[src/chained_hash_map_lookup_insert_assert.svh]
// Assertion macros shared by the hash map modules.
`ifndef CHAINED_HASH_MAP_LOOKUP_INSERT_ASSERT_SVH
`define CHAINED_HASH_MAP_LOOKUP_INSERT_ASSERT_SVH
`ifndef SYNTHESIS
`define CHM_IMPL(label, ante, cons) \
  label: assert property (@(posedge clk) disable iff (rst) (ante) |-> (cons)) \
    else $error("hash map: implication check failed");
`define CHM_NEXT(label, ante, cons) \
  label: assert property (@(posedge clk) disable iff (rst) (ante) |=> (cons)) \
    else $error("hash map: next-cycle check failed");
`define CHM_NEVER(label, expr) \
  label: assert property (@(posedge clk) disable iff (rst) !(expr)) \
    else $error("hash map: forbidden condition seen");
`else
`define CHM_IMPL(label, ante, cons)
`define CHM_NEXT(label, ante, cons)
`define CHM_NEVER(label, expr)
`endif
`endif

[src/chmap_pkg.sv]
// Types and constants of the chained hash map.
package chmap_pkg;

  localparam int BUCKETS      = 1024;
  localparam int POOL_ENTRIES = 4096;
  localparam int QUEUE_DEPTH  = 2;

  localparam int KEY_W    = 24;
  localparam int DATA_W   = 32;
  localparam int STATUS_W = 2;
  localparam int BKT_W    = $clog2(BUCKETS);
  localparam int NODE_W   = $clog2(POOL_ENTRIES);
  localparam int PTR_W    = $clog2(POOL_ENTRIES + 1);

  localparam logic CMD_READ  = 1'b0;
  localparam logic CMD_WRITE = 1'b1;

  typedef enum logic [STATUS_W-1:0] {
    ST_FOUND   = 2'd0,
    ST_CREATED = 2'd1,
    ST_FULL    = 2'd2
  } status_t;

  typedef struct packed {
    logic              command;
    logic [KEY_W-1:0]  key;
    logic [DATA_W-1:0] data_in;
    logic [BKT_W-1:0]  bucket;
  } q_item_t;

endpackage

[src/chmap_in_if.sv]
// Request channel: command, key and value of one access.
interface chmap_in_if import chmap_pkg::*; ();
  logic              valid;
  logic              ready;
  logic              command;
  logic [KEY_W-1:0]  key;
  logic [DATA_W-1:0] data_in;

  modport source(output valid, command, key, data_in, input ready);
  modport sink(input valid, command, key, data_in, output ready);
endinterface

[src/chmap_front.sv]
// Front end: accepts items, computes the bucket and queues them.
`include "chained_hash_map_lookup_insert_assert.svh"

module chmap_front import chmap_pkg::*; (
  input  logic      clk,
  input  logic      rst,
  input  logic      hold,
  chmap_in_if.sink  req,
  output q_item_t   q_item,
  output logic      q_valid,
  input  logic      q_pop
);

  localparam int QPTR_W = (QUEUE_DEPTH > 1) ? $clog2(QUEUE_DEPTH) : 1;
  localparam int QCNT_W = $clog2(QUEUE_DEPTH + 1);

  q_item_t           slots [QUEUE_DEPTH];
  logic [QPTR_W-1:0] wr_ptr;
  logic [QPTR_W-1:0] rd_ptr;
  logic [QCNT_W-1:0] count;
  logic              push;
  logic [KEY_W-1:0]  bkt_full;
  q_item_t           in_item;

  assign req.ready = !hold && (count != QCNT_W'(QUEUE_DEPTH));
  assign push      = req.valid && req.ready;
  assign bkt_full  = req.key % KEY_W'(BUCKETS);

  always_comb begin
    in_item.command = req.command;
    in_item.key     = req.key;
    in_item.data_in = req.data_in;
    in_item.bucket  = bkt_full[BKT_W-1:0];
  end

  always_ff @(posedge clk) begin
    if (push) begin
      slots[wr_ptr] <= in_item;
    end
  end

  always_ff @(posedge clk) begin
    if (rst) begin
      wr_ptr <= '0;
      rd_ptr <= '0;
      count  <= '0;
    end else begin
      if (push) begin
        wr_ptr <= (wr_ptr == QPTR_W'(QUEUE_DEPTH - 1)) ? '0 : wr_ptr + QPTR_W'(1);
      end
      if (q_pop) begin
        rd_ptr <= (rd_ptr == QPTR_W'(QUEUE_DEPTH - 1)) ? '0 : rd_ptr + QPTR_W'(1);
      end
      if (push && !q_pop) begin
        count <= count + QCNT_W'(1);
      end else if (!push && q_pop) begin
        count <= count - QCNT_W'(1);
      end
    end
  end

  assign q_valid = (count != '0);
  assign q_item  = slots[rd_ptr];

  `CHM_NEVER(a_queue_bound, count > QCNT_W'(QUEUE_DEPTH))
  `CHM_IMPL(a_hold_blocks, hold, !req.ready)
  `CHM_NEXT(a_push_counts, push && !q_pop, count == $past(count) + QCNT_W'(1))

endmodule

[src/flat_wrapper.sv]
// flat-port wrapper written by rule: the top's interface ports become plain ports
module chmap_front_flat import chmap_pkg::*;
  (clk, rst, hold, q_item, q_valid, q_pop, req_valid, req_command, req_key, req_data_in, req_ready);
  chmap_in_if req_i ();
  input  logic clk;
  input  logic rst;
  input  logic hold;
  output q_item_t q_item;
  output logic q_valid;
  input  logic q_pop;
  input wire logic [$bits(req_i.valid)-1:0] req_valid;
  input wire logic [$bits(req_i.command)-1:0] req_command;
  input wire logic [$bits(req_i.key)-1:0] req_key;
  input wire logic [$bits(req_i.data_in)-1:0] req_data_in;
  output wire logic [$bits(req_i.ready)-1:0] req_ready;
  assign req_i.valid = req_valid;
  assign req_i.command = req_command;
  assign req_i.key = req_key;
  assign req_i.data_in = req_data_in;
  assign req_ready = req_i.ready;
  chmap_front u_core (.clk(clk), .rst(rst), .hold(hold), .req(req_i), .q_item(q_item), .q_valid(q_valid), .q_pop(q_pop));
endmodule
[config.mk]
export PLATFORM = sky130hd
export DESIGN_NAME = chmap_front_flat
export DESIGN_NICKNAME = d
export VERILOG_FILES = /design/src/chmap_pkg.sv /design/src/chmap_in_if.sv /design/src/chmap_front.sv /design/src/flat_wrapper.sv
export VERILOG_INCLUDE_DIRS = /design/src /design/src/src
export SDC_FILE = /design/constraint.sdc
export NUM_CORES = 1
export LEC_CHECK = 0
export BUFFER_PORTS_ARGS = -buffer_cell sky130_fd_sc_hd__buf_2
export CAP_MARGIN = 10
export CORE_ASPECT_RATIO = 0.5
export CORE_UTILIZATION = 46
export CTS_CLUSTER_DIAMETER = 120
export DETAILED_ROUTE_END_ITERATION = 10
export HOLD_SLACK_MARGIN = 0.1
export PLACE_DENSITY = 0.76
export SYNTH_ARGS = -nofsm -noshare
export SYNTH_HDL_FRONTEND = slang
export SYNTH_SLANG_ARGS = --single-unit
export TNS_END_PERCENT = 20
[constraint.sdc]
create_clock -name clk -period 3.7 [get_ports clk]
set_clock_uncertainty 0.15 [all_clocks]
set_input_delay 0.185 -clock clk [delete_from_list [all_inputs] [get_ports clk]]
set_output_delay 0.185 -clock clk [all_outputs]
set_load 0.005 [all_outputs]
==> out/summary.txt, run 1 <==
run status -> completed
final estimated routing congestion in global placement -> 0.730
width of the die -> 141 microns
first-pass GRT wire length -> 14600 microns
maximum buffer depth of the clock tree -> 2
per-instance average area after synthesis -> 20.9 sq um
most frequent standard cell in the layout excluding fill and tap cells -> sky130_fd_sc_hd__buf_2
final setup fails -> 0
Synth Area in Compound Gates -> 0.226%
I/O pins -> 131
count of yosys warnings during synthesis -> 0
post-route minimum period -> 2.28 ns
synthesized-area fraction occupied by adder cells -> 0.282%
clock tree root driver cell -> sky130_fd_sc_hd__clkbuf_16
Critical R2R Launch -> u_core.count[0]$_SDFFE_PP0P_
sequential element share of the synthesized area -> 79.5%
number of cells on the critical path -> 4
cell with the largest stage delay on the worst path -> sky130_fd_sc_hd__and2_2
number of instances in the synthesized netlist -> 212
wire per inst -> 17.3 microns
number of nets in the finished design -> 474
Worst setup EP type -> flip-flop
sum of net half-perimeters after detailed placement -> 5440 microns
number of clock sinks seen by CTS -> 119
area added between synthesis and finish -> 42.4%
proportion of layout cells with a drive suffix above 1 -> 51.7%
starting density of the core -> 49.2%
antenna diode count -> 0
dominant combinational cell family by area after synthesis -> multiplexers
syn_nets -> 275
area of all sequential standard cells -> 3520 sq um
total routing resource utilization after global routing -> 20.2%
area of the placeable core -> 9010 sq um
Maximum Capacitance Violations -> 0
final number of max-transition violations -> 0
leading cell types in the layout, fill and taps excluded -> sky130_fd_sc_hd__buf_2, sky130_fd_sc_hd__edfxtp_1, sky130_fd_sc_hd__dlygate4sd3_1
HP Class -> input pin to flip-flop
hold_ws -> 0.340 ns
TritonCTS Buffers -> 17
area of combinational cells with multiple inputs -> 788 sq um
overall power after layout -> 3.45 mW
critical path's top delay family -> simple AND/OR/NAND/NOR gates
Pwr Density -> 546 nW/um^2
number of DRC violations after detailed-routing iteration 0 -> 165
Worst VDD drop -> 0.000374 V
Critical path origin -> u_core.count[0]$_SDFFE_PP0P_
critical path data required time -> 3.62 ns
area share of and/or/nand/nor cells after synthesis -> 1.75%
via count of the first global-routing pass -> 2900
xor/xnor share of the synthesized area -> 0.593%
Die Ht -> 71.4 microns
global route overflow -> 0
combined buffer and inverter count along the critical path -> 1
first-pass iteration count of the detailed router -> 4
RSZ-0062 raised after global routing -> false
setup bufs post-CTS -> 0
startpoint kind of the worst setup timing path -> flip-flop
leakage component of the power -> 2.44 nW
TritonCTS clock tree -> built
Worst Setup EP -> u_core.slots[1][64]$_DFFE_PP_
terminus of the critical flop-to-flop path -> u_core.slots[1][64]$_DFFE_PP_
final setup slack of the worst path -> 1.42 ns
via-per-instance ratio -> 4.91
Tightest Pin Transition -> 0.749 ns
flip-flop and latch count after synthesis -> 119
max incr delay on CP -> 0.62 ns
overall routed net length -> 9370 microns
path depth of the worst reg2reg path -> 4
TNS Setup -> 0 ns
WP data arrival -> 2.20 ns
clock transition at the registers of the reported paths -> 0.05 ns
number of distinct standard cells referenced by the synthesized netlist -> 20
category of the most critical setup path -> flip-flop to flip-flop
number of antenna violations at the first check in global routing -> 0
detailed-route via count -> 2656
Relative slew margins -> 50.0%
number of failing hold endpoints at the final stage -> 0
CTS H-Tree Depth -> 4
register-to-register setup slack -> 1.42 ns
crit path cell chain -> nor2b_2, nor3b_4, and2_2, buf_4
Die ar. -> 10100 sq um
DRC violations left -> 0
Max Fclk -> 0.439 GHz
Setup Slack @ Placement -> 1.40 ns
post-detailed-route count of antenna-violating nets -> 0
portion of netlist area occupied by mux cells -> 14.7%
cell area after synthesis -> 4430 sq um
crit path max fanout -> 27
portion of the clock cycle consumed by the worst path in the final layout -> 61.5%
row cnt -> 24
filler cell count -> 558
pin count of the biggest net entering global routing -> 58
number of buffers added on ports -> 130
latest clock arrival within the worst-skew pair -> 0.40 ns
## sequential cells by signal, summed over array words and instances (netlist names), named ones only
name,flops
u_core.slots,114
u_core.count,2
u_core.rd_ptr,1
u_core.wr_ptr,1
## synthesized netlist by cell type
cell type | number | area (sq um)
sky130_fd_sc_hd__mux2_1 | 5 | 56.3
sky130_fd_sc_hd__nor2b_2 | 1 | 8.76
sky130_fd_sc_hd__xnor2_1 | 1 | 8.76
sky130_fd_sc_hd__nor2b_1 | 2 | 12.5
sky130_fd_sc_hd__edfxtp_1 | 114 | 3420
sky130_fd_sc_hd__and2_1 | 1 | 6.26
sky130_fd_sc_hd__buf_6 | 3 | 33.8
sky130_fd_sc_hd__dfxtp_1 | 5 | 100
sky130_fd_sc_hd__xor2_1 | 2 | 17.5
sky130_fd_sc_hd__or3_1 | 1 | 6.26
sky130_fd_sc_hd__or2_2 | 1 | 6.26
sky130_fd_sc_hd__nor2_1 | 5 | 18.8
sky130_fd_sc_hd__ha_1 | 1 | 12.5
sky130_fd_sc_hd__buf_2 | 2 | 10.0
sky130_fd_sc_hd__a21oi_1 | 1 | 5.00
sky130_fd_sc_hd__mux2_2 | 53 | 597
sky130_fd_sc_hd__inv_1 | 1 | 3.75
sky130_fd_sc_hd__buf_4 | 11 | 82.6
sky130_fd_sc_hd__nor3b_4 | 1 | 18.8
sky130_fd_sc_hd__o21ai_0 | 1 | 5.00
## power breakdown
| part | total (mW) | internal, mW | switching [mW] |
|---|---|---|---|
| Combinational | 0.350 | 0.195 | 0.154 |
| Sequential | 1.58 | 1.55 | 0.0279 |
| Clock | 1.51 | 0.991 | 0.524 |
## repair_timing
action	4_1_cts	5_1_grt
hold endpoints to repair	119	0
hold buffers	61	0
gates resized for setup	0	0
## worst register-to-register path, stage by stage, from the launching register on
cell and delay, ns:
sky130_fd_sc_hd__dfxtp_1 0.42, sky130_fd_sc_hd__nor2b_2 0.09, sky130_fd_sc_hd__nor3b_4 0.24, sky130_fd_sc_hd__and2_2 0.62
sky130_fd_sc_hd__buf_4 0.42
## worst min-delay path by stage
stage	slack [ns]	cells past startpoint	end	startpoint
after floorplan	0.10	1	u_core.count[1]$_SDFFE_PP0P_	rst
after global placement	0.22	1	u_core.slots[0][57]$_DFFE_PP_	req_key[15]
after detailed placement	0.23	1	u_core.slots[1][48]$_DFFE_PP_	req_key[6]
after CTS	0.30	5	u_core.count[0]$_SDFFE_PP0P_	req_valid
after global routing	0.35	2	u_core.slots[0][46]$_DFFE_PP_	req_key[4]
final	0.34	5	u_core.count[0]$_SDFFE_PP0P_	req_valid
## metrics by stage
step | utilization, % | area [sq um] | cells
CTS | 70.1 | 6310 | 541
global placement | 57.2 | 5150 | 448
floorplan | - | 4440 | 212
finish | 70.1 | 6310 | 541
global route | 70.1 | 6310 | 541
detailed placement | 57.2 | 5150 | 448
## per-layer routing
metal  global-route usage (%)  up-vias  share of wire, %
met4                     10.3        0               2.0
met3                     6.89       14               3.9
met5                        0        -                 0
met2                     38.3       69                57
met1                     20.1     1360                37
li1                         -     1213                 -
## cell type report
class                      count  share of cell area (%)
clock inverter                 4                   0.713
sequential                   119                    55.8
multi-input combinational     76                    12.5
inverter                       1                  0.0595
tap                          117                    2.32
clock buffer                  28                    8.03
timing repair buffer         196                    20.6
## logic make-up (layout without fill, tap and decap cells)
group | Yosys count | count (layout)
simple gates | 12 | 12
flops | 119 | 119
mux | 58 | 58
fa+ha+maj | 1 | 1
xor+xnor | 3 | 3
compound gates | 2 | 2
buf+inv | 17 | 229
Power figures use the tool's default switching activity.
==> inputs of run 2 (changes only) <==
Settings changed: CORE_UTILIZATION 46 to 50, PLACE_DENSITY 0.76 to 0.79.
Clock period 3.7 ns to 2.3 ns, I/O delays scaled along.
==> out/summary.txt, run 2 (synthesis gave the netlist of run 1 again) <==
run status -> completed
total instance count after detailed placement -> 442 (-1.3%)
Pwr Density -> 844 nW/um^2 (+55%)
crit path max fanout -> 4 (-85%)
starting density of the core -> 53.5% (+4.3 points)
final estimated routing congestion in global placement -> 0.731 (+0.11%)
wire per inst -> 17.7 microns (+2.4%)
clock transition at the registers of the reported paths -> 0.05 ns (about the same)
worst hold endpoint -> u_core.count[0]$_SDFFE_PP0P_
cell with the largest stage delay on the worst path -> sky130_fd_sc_hd__dlygate4sd3_1
sum of net half-perimeters after detailed placement -> 5160 microns (-5.1%)
Maximum Capacitance Violations -> 0 (unchanged)
TritonCTS clock tree -> built
post-detailed-route count of antenna-violating nets -> 0 (unchanged)
TNS Setup -> 0 ns (unchanged)
startpoint kind of the worst setup timing path -> flip-flop
HP Class -> input pin to flip-flop
Setup Slack @ Placement -> 0.554 ns (-0.847 ns)
category of the most critical setup path -> flip-flop to flip-flop
final number of max-transition violations -> 0 (unchanged)
Relative slew margins -> 71.5% (+21 points)
max incr delay on CP -> 0.63 ns (about the same)
leading cell types in the layout, fill and taps excluded -> sky130_fd_sc_hd__buf_2, sky130_fd_sc_hd__edfxtp_1, sky130_fd_sc_hd__dlygate4sd3_1
most frequent standard cell in the layout excluding fill and tap cells -> sky130_fd_sc_hd__buf_2
Worst VDD drop -> 0.000577 V (+54%)
Die ar. -> 9270 sq um (-7.8%)
post-cts sizing count -> 0 (unchanged)
registers with the most flip-flops -> u_core.slots: 114 flops, u_core.count: 2 flops
CTS H-Tree Depth -> 4 (unchanged)
DRC violations left -> 0 (unchanged)
register-to-register setup slack -> 0.33 ns (-1.09 ns)
overall routed net length -> 9460 microns (+0.93%)
critical path data required time -> 2.43 ns (-1.19 ns)
width of the die -> 135 microns (-4.0%)
clock tree root driver cell -> sky130_fd_sc_hd__clkbuf_16
number of failing hold endpoints at the final stage -> 0 (unchanged)
filler cell count -> 492 (-12%)
register containing the most flip-flops in the final layout -> u_core.slots
proportion of layout cells with a drive suffix above 1 -> 50.6% (-1.1 points)
area added between synthesis and finish -> 41.0%
first-pass iteration count of the detailed router -> 4 (unchanged)
latest clock arrival within the worst-skew pair -> 0.40 ns (about the same)
maximum buffer depth of the clock tree -> 2 (unchanged)
final setup slack of the worst path -> 0.333 ns (-1.09 ns)
via count of the first global-routing pass -> 2707 (-6.7%)
detailed-route via count -> 2589 (-2.5%)
number of antenna violations at the first check in global routing -> 0 (unchanged)
row cnt -> 23 (-4.2%)
max FFs per register -> 114 (unchanged)
first-pass GRT wire length -> 13900 microns (-4.7%)
number of nets in the finished design -> 473 (-0.21%)
final non-filler cell total -> 533 (-1.5%)
global route overflow -> 0 (unchanged)
Die Ht -> 68.6 microns (-4.0%)
TritonCTS Buffers -> 17 (unchanged)
leakage component of the power -> 2.40 nW (-1.5%)
RSZ-0062 raised after global routing -> false
Tightest Pin Transition -> 0.428 ns (-0.322 ns)
Critical R2R Launch -> u_core.count[1]$_SDFFE_PP0P_
number of clock sinks seen by CTS -> 119 (unchanged)
antenna diode count -> 0 (unchanged)
via-per-instance ratio -> 4.86 (-1.1%)
WP data arrival -> 2.09 ns (-0.11 ns)
terminus of the critical flop-to-flop path -> u_core.wr_ptr$_SDFFE_PP0N_
number of DRC violations after detailed-routing iteration 0 -> 198 (+20%)
total routing resource utilization after global routing -> 21.2% (+0.92 points)
pin count of the biggest net entering global routing -> 58 (unchanged)
portion of the clock cycle consumed by the worst path in the final layout -> 85.5% (+24 points)
number of buffers added on ports -> 130 (unchanged)
path depth of the worst reg2reg path -> 4 (unchanged)
Max Fclk -> 0.508 GHz (+16%)
post-route minimum period -> 1.97 ns (-0.310 ns)
area of the placeable core -> 8290 sq um (-8.0%)
launch instance of the worst min-delay path -> req_valid
crit path cell chain -> nor2b_2, nor3b_4, dlygate4sd3_1, mux2_1
I/O pins -> 131 (unchanged)
number of cells on the worst hold path -> 5 (unchanged)
final setup fails -> 0 (unchanged)
Worst setup EP type -> flip-flop
## run 2: cell count changes in the layout (fill, tap and decap cells not counted)
cell	change
sky130_fd_sc_hd__buf_4	-3
sky130_fd_sc_hd__clkbuf_1	-3
sky130_fd_sc_hd__clkinv_1	+6
sky130_fd_sc_hd__clkbuf_8	-4
sky130_fd_sc_hd__buf_12	+2
sky130_fd_sc_hd__bufinv_16	-1
## run 2: worst max-delay path by stage
stage	cells after the start	end	slack [ns]	start
detailed placement	4	u_core.slots[0][64]$_DFFE_PP_	0.55	u_core.count[1]$_SDFFE_PP0P_
CTS	3	q_item[47]	0.36	flip-flop
finish	4	u_core.wr_ptr$_SDFFE_PP0N_	0.33	u_core.count[1]$_SDFFE_PP0P_
floorplan	3	u_core.slots[1][10]$_DFFE_PP_	-0.35	u_core.count[1]$_SDFFE_PP0P_
global route	4	u_core.wr_ptr$_SDFFE_PP0N_	0.28	u_core.count[1]$_SDFFE_PP0P_
global placement	5	u_core.count[1]$_SDFFE_PP0P_	0.61	u_core.count[1]$_SDFFE_PP0P_
## run 2: final cells by class
class	count	area [sq um]	area share, %
Inverter	1	3.75	0.0600
Sequential cell	119	3520	56.4
Multi-Input combinational cell	76	788	12.6
Clock inverter	9	37.5	0.600
Tap cell	112	140	2.24
Clock buffer	21	440	7.05
Timing Repair Buffer	195	1320	21.1
## run 2: metrics by stage
step / cell area, sq um / utilization (%) / power [mW] / hold slack (ns)
after global placement: 5160 / 62.3 / 3.03 / 0.153
after CTS: 6250 / 75.4 / 5.28 / 0.254
after detailed placement: 5160 / 62.3 / 3.06 / 0.156
after floorplan: 4440 / - / 2.85 / 0.0341
after global routing: 6250 / 75.4 / 5.46 / 0.293
final: 6250 / 75.4 / 5.27 / 0.273
## run 2: per-layer routing
layer / vias to the layer above / share of wire, % / GRT usage [%]
li1: 1215 / - / -
met1: 1256 / 39 / 23.0
met2: 96 / 55 / 40.3
met3: 22 / 4.4 / 4.82
met4: 0 / 2.2 / 11.0
met5: - / 0 / 0
## run 2: critical path: cells and delay by family, from the launching register on
kind,cells,cell delay [ns]
buffers and inverters,1,0.63
AND/OR/NAND/NOR,2,0.40
multiplexers,1,0.34
flip-flops,1,0.32
## run 2: where the power goes
group | total [mW] | internal [mW] | switching, mW | leakage [nW]
Clock | 2.16 | 1.33 | 0.828 | 0.235
Combinational | 0.583 | 0.320 | 0.262 | 1.08
Sequential | 2.53 | 2.50 | 0.0339 | 1.09
## run 2: repair_timing
item | CTS | global route
hold buffers | 61 | 0
endpoints found under the hold margin | 119 | 0
buffers inserted | 0 | 0
